## src/design/knc_pkg.sv

```systemverilog
// knc_pkg: shared widths, request and register codes, state codes and the
// distance/id ordering function for the k-nearest candidate selector
// no dependencies
package knc_pkg;

    localparam int DIST_W    = 31;
    localparam int KW_W      = 5;
    localparam int REQ_W     = 2;
    localparam int ENTRY_W   = 4;
    localparam int CFG_IDX_W = 2;
    localparam int ID_MAX_W  = 32;

    localparam logic [DIST_W-1:0] INIT_BOUND_RST = 31'd2139095040;
    localparam logic [KW_W-1:0]   K_WANTED_RST   = 5'd5;

    typedef enum logic [REQ_W-1:0] {
        REQ_OFFER = 2'd0,
        REQ_CLEAR = 2'd1,
        REQ_READ  = 2'd2,
        REQ_NONE  = 2'd3
    } req_kind_t;

    typedef enum logic [CFG_IDX_W-1:0] {
        CFG_K_WANTED   = 2'd0,
        CFG_INIT_BOUND = 2'd1
    } cfg_reg_t;

    typedef enum logic [2:0] {
        ST_IDLE   = 3'b001,
        ST_LAUNCH = 3'b010,
        ST_SCAN   = 3'b100
    } state_t;

    // control bits of the scan token walking the cell row
    typedef struct packed {
        logic valid;
        logic have;
    } tok_ctl_t;

    // entry a is farther than entry b: larger distance, ties go to the higher id
    function automatic logic farther(input logic [DIST_W-1:0]   dist_a,
                                     input logic [ID_MAX_W-1:0] id_a,
                                     input logic [DIST_W-1:0]   dist_b,
                                     input logic [ID_MAX_W-1:0] id_b);
        logic res;
        if (dist_a != dist_b)
        begin
            res = dist_a > dist_b;
        end
        else
        begin
            res = id_a > id_b;
        end
        return res;
    endfunction

endpackage

```

## src/design/knc_cell.sv

```systemverilog
// knc_cell: one stored slot plus one stage of the farthest-entry scan row
// depends on knc_pkg
module knc_cell
    import knc_pkg::*;
#(
    parameter int ID_WIDTH   = 16,
    parameter int IDX_WIDTH  = 4,
    parameter int CELL_INDEX = 0
)
(
    input  logic                 clk,
    input  logic                 rst_n,
    input  logic                 wr_en,
    input  logic [DIST_W-1:0]    wr_dist,
    input  logic [ID_WIDTH-1:0]  wr_id,
    input  logic                 live,
    input  tok_ctl_t             tok_in_ctl,
    input  logic [DIST_W-1:0]    tok_in_dist,
    input  logic [ID_WIDTH-1:0]  tok_in_id,
    input  logic [IDX_WIDTH-1:0] tok_in_idx,
    output tok_ctl_t             tok_out_ctl,
    output logic [DIST_W-1:0]    tok_out_dist,
    output logic [ID_WIDTH-1:0]  tok_out_id,
    output logic [IDX_WIDTH-1:0] tok_out_idx,
    output logic [DIST_W-1:0]    slot_dist,
    output logic [ID_WIDTH-1:0]  slot_id
);

    logic [DIST_W-1:0]    slot_dist_reg;
    logic [ID_WIDTH-1:0]  slot_id_reg;
    tok_ctl_t             tok_ctl_reg;
    logic [DIST_W-1:0]    tok_dist_reg;
    logic [ID_WIDTH-1:0]  tok_id_reg;
    logic [IDX_WIDTH-1:0] tok_idx_reg;
    logic                 take_own;

    // this slot beats the token if it is stored and farther than the best so far
    assign take_own = live && (!tok_in_ctl.have ||
                      farther(slot_dist_reg, ID_MAX_W'(slot_id_reg),
                              tok_in_dist, ID_MAX_W'(tok_in_id)));

    always_ff @(posedge clk)
    begin
        if (wr_en)
        begin
            slot_dist_reg <= wr_dist;
            slot_id_reg   <= wr_id;
        end
    end

    always_ff @(posedge clk or negedge rst_n)
    begin
        if (!rst_n)
        begin
            tok_ctl_reg <= '0;
        end
        else
        begin
            tok_ctl_reg.valid <= tok_in_ctl.valid;
            tok_ctl_reg.have  <= tok_in_ctl.have || take_own;
        end
    end

    always_ff @(posedge clk)
    begin
        if (take_own)
        begin
            tok_dist_reg <= slot_dist_reg;
            tok_id_reg   <= slot_id_reg;
            tok_idx_reg  <= IDX_WIDTH'(CELL_INDEX);
        end
        else
        begin
            tok_dist_reg <= tok_in_dist;
            tok_id_reg   <= tok_in_id;
            tok_idx_reg  <= tok_in_idx;
        end
    end

    assign tok_out_ctl  = tok_ctl_reg;
    assign tok_out_dist = tok_dist_reg;
    assign tok_out_id   = tok_id_reg;
    assign tok_out_idx  = tok_idx_reg;
    assign slot_dist    = slot_dist_reg;
    assign slot_id      = slot_id_reg;

endmodule

```

## config.mk

```make
export PLATFORM = sky130hd
export DESIGN_NAME = knc_cell
export DESIGN_NICKNAME = d
export VERILOG_FILES = /design/src/design/knc_pkg.sv /design/src/design/knc_cell.sv
export SDC_FILE = /design/constraint.sdc
export NUM_CORES = 1
export LEC_CHECK = 0
export BUFFER_PORTS_ARGS = -buffer_cell sky130_fd_sc_hd__buf_2
export CORE_MARGIN = 1
export CORE_UTILIZATION = 47
export DETAILED_ROUTE_END_ITERATION = 8
export PLACE_DENSITY = 0.81
export SETUP_SLACK_MARGIN = 0.1
export SLEW_MARGIN = 10
export SYNTH_ARGS = -nofsm -noshare
export SYNTH_HDL_FRONTEND = slang
export SYNTH_SLANG_ARGS = --single-unit
```

## constraint.sdc

```tcl
create_clock -name clk -period 3.5 [get_ports clk]
set_input_delay 0.175 -clock clk [delete_from_list [all_inputs] [get_ports clk]]
set_output_delay 0.175 -clock clk [all_outputs]
set_load 0.01 [all_outputs]
```

==> summary.txt <==
Floorplanning
  – Rows: 34
  – Core ar.: 8850 µm²
  – Initial core utilization: 49.4%
  – Full die area: 9680 µm²
  – I/O pin count: 204
  – Die height: 98.4 µm
  – Die Wd: 98.4 µm

Clock tree
  – Root Buffer: clkbuf_8
  – Skew-Pair Late Insertion Delay: 0.36 ns
  – CTS sink count: 100
  – CTS tree: yes
  – Post-CTS sizing: 0
  – CTS Buf Count: 9
  – Clock Path Buffers: 2
  – Number of H-tree levels: 3
  – Reg clk slew, reported paths: 0.11 ns

Worst setup path
  – Slowest stage delay, CP: 0.53 ns
  – Worst path required time: 3.74 ns
  – Startpoint types: flip-flop
  – Delay-heaviest family, CP: compound AO/OA/AOI/OAI gates
  – Critical path type: reg -> reg
  – Crit end category: flip-flop
  – CP max FO: 31
  – CP max-delay cell: or3b_2
  – Buf/Inv on CP: 1
  – Arrival time worst endpoint: 3.40 ns
  – R2R Path Start: slot_dist[22]$_DFFE_PP_
  – Cell breakdown of the critical path: ha_1 > a21oi_1 > o21ai_0 > a222oi_1 > or3b_2 > a221oi_4 > buf_4 > mux2_2
  – Worst Setup SP: slot_dist[22]$_DFFE_PP_

Finish
  – Non-Filler Instances: 708
  – Diodes inserted: 0
  – Filler Cell Count: 641
  – Nets: 746
  – Final core utilization: 69.7%
  – Layout cell share with drive strength beyond 1: 44.7%
  – Area delta synth->final: 41.1%

Yosys
  – Seq cells post-synth: 100
  – Post-Syn Area per Cell: 13.1 µm²
  – Cell variety after synth: 36
  – Syn_nets: 485
  – Synthesis Warnings: 0
  – Seq/Total Area, Yosys: 56.8%
  – Cell Area, Synth: 4370 µm²
  – Number of synthesized flops with an enable pin: 47
  – Synth Instances: 334
  – Synth async-reset ratio: 2.00%
  – Top FF cell, synth: dfxtp_1

Power and ir drop
  – Power density over cell area: 435 nW/µm²
  – VDD IR max: 0.258 mV
  – LEAKAGE: 2.99 nW
  – Total power: 2.68 mW

Drt
  – Final ANT Viol Nets: 0
  – Via/cell ratio: 4.97
  – Routed length per instance: 15.8 µm
  – Total number of vias: 3520
  – DRC: 13
  – Iteration-0 DRC Markers: 93
  – Routed Wire Length: 11200 µm
  – Drt pass-1 iters: 6

Global routing
  – First-pass GRT wire length: 17600 µm
  – Vias in the first global route: 3802
  – GRT Residual Overflow: 0
  – Pin count of the biggest net entering global routing: 48
  – Initial antenna violation count: 0
  – GRT Overall Usage: 23.7%

Status
  – Failing checks: DRC
  – Status: finished with violations

Timing
  – TNS Setup: 0 ns
  – Max Fclk: 316 MHz
  – Final min period: 3.16 ns
  – Clk_skew: 0.0173 ns
  – Fin. Hold Viols: 0
  – Slew Limit Fails: 0
  – Fin crit share: 90.4%
  – Worst-margin pin slew: 1.17 ns
  – RSZ-0062 raised after global routing: false
  – Fin Hold WS: 0.0216 ns
  – Endpoints failing setup: 0
  – Slew headroom: 22.2%

Hold path
  – Hold Path Origin: tok_in_idx[2]
  – Hold Crit Class: in -> reg

Placement
  – Port-buffer cells: 203
  – Inst Count DP: 642
  – Placer Congestion: 0.791
  – DP HPWL: 7890 µm

Flow run
  – Max Cap Viol: 0
[final timing paths]
path / endpoint / slack, ns / cells after the start
setup / recovery: tok_out_dist[11]$_DFF_P_ / 0.34 / 8
hold / removal: tok_out_idx[2]$_SDFF_PP0_ / 0.02 / 2
setup reg to reg: tok_out_dist[11]$_DFF_P_ / 0.34 / 8
hold reg to reg: tok_out_dist[26]$_DFF_P_ / 0.54 / 1
max in group asynchronous: tok_out_ctl[1]$_DFF_PN0_ / 3.27 / 2
min in group asynchronous: tok_out_ctl[0]$_DFF_PN0_ / 0.14 / 2
[synthesized netlist by cell type (all sizes together), types with 4 or more instances]
library cell	number	area, µm²
o21ai	7	35.0
ha	47	588
nand3	8	40.0
edfxtp	47	1410
buf	5	56.3
inv	49	184
and2	4	25.0
nand2	8	30.0
a21oi	17	85.1
nor2	4	15.0
nand4	9	62.6
mux2	47	529
dfxtp	51	1020
[layout by cell type (no fill, tap or decap), types with 9 or more instances in the layout]
| master | Yosys | final |
|---|---|---|
| inv_1 | 49 | 49 |
| mux2_2 | 41 | 41 |
| dfxtp_1 | 51 | 51 |
| a21oi_1 | 17 | 17 |
| clkbuf_8 | 0 | 9 |
| edfxtp_1 | 47 | 47 |
| buf_2 | 0 | 203 |
| ha_1 | 47 | 47 |
| dlygate4sd3_1 | 0 | 50 |
[logic make-up after synthesis]
group           synth area share (%)
flops                           56.8
mux                             12.1
compound gates                  6.07
fa+ha+maj                       13.5
buf+inv                         5.50
simple gates                    6.02
[metrics by stage]
| step | instance area (µm²) | setup slack [ns] |
|---|---|---|
| floorplan | 4370 | 0.710 |
| global placement | 5480 | 0.468 |
| detailed placement | 5480 | 0.347 |
| CTS | 6160 | 0.332 |
| global route | 6160 | 0.218 |
| finish | 6160 | 0.336 |
[area by class of cell]
type                    instances  area (µm²)  share of cell area [%]
repair buffers                255        1530                    24.8
multi-input cells             180        1650                    26.7
clock inverters                 7        61.3                   0.995
well taps                     108         135                    2.19
clock buffers                   9         124                    2.01
inverters                      49         184                    2.98
flip-flops and latches        100        2480                    40.3
[report_power, final]
part,total (mW),leakage [nW],internal (mW),switching [mW]
Sequential,1.41,0.912,1.35,0.0568
Combinational,0.588,1.98,0.300,0.288
Clock,0.686,0.0932,0.271,0.415
Total,2.68,2.99,1.92,0.760
[timing repair]
| item | 4_1_cts | 5_1_grt |
|---|---|---|
| setup buffers | 0 | 0 |
| hold endpoints to repair | 51 | 0 |
| hold buffers | 50 | 0 |
[per-layer routing]
layer / GRT usage, % / share of wire [%]
met1: 24.3 / 37
met2: 46.5 / 55
met3: 6.16 / 6.3
met4: 7.46 / 2.1
met5: 0 / 0
[worst register-to-register path, delay by kind of cell, from the launching register on]
| kind | cells | cell delay, ns |
|---|---|---|
| AOI/OAI and AO/OA | 4 | 0.95 |
| adders and majority gates | 1 | 0.34 |
| buffers and inverters | 1 | 0.41 |
| DFF | 1 | 0.43 |
| muxes | 1 | 0.41 |
| and+or+nand+nor | 1 | 0.53 |
Note: power is estimated with default switching activity, not from simulation.
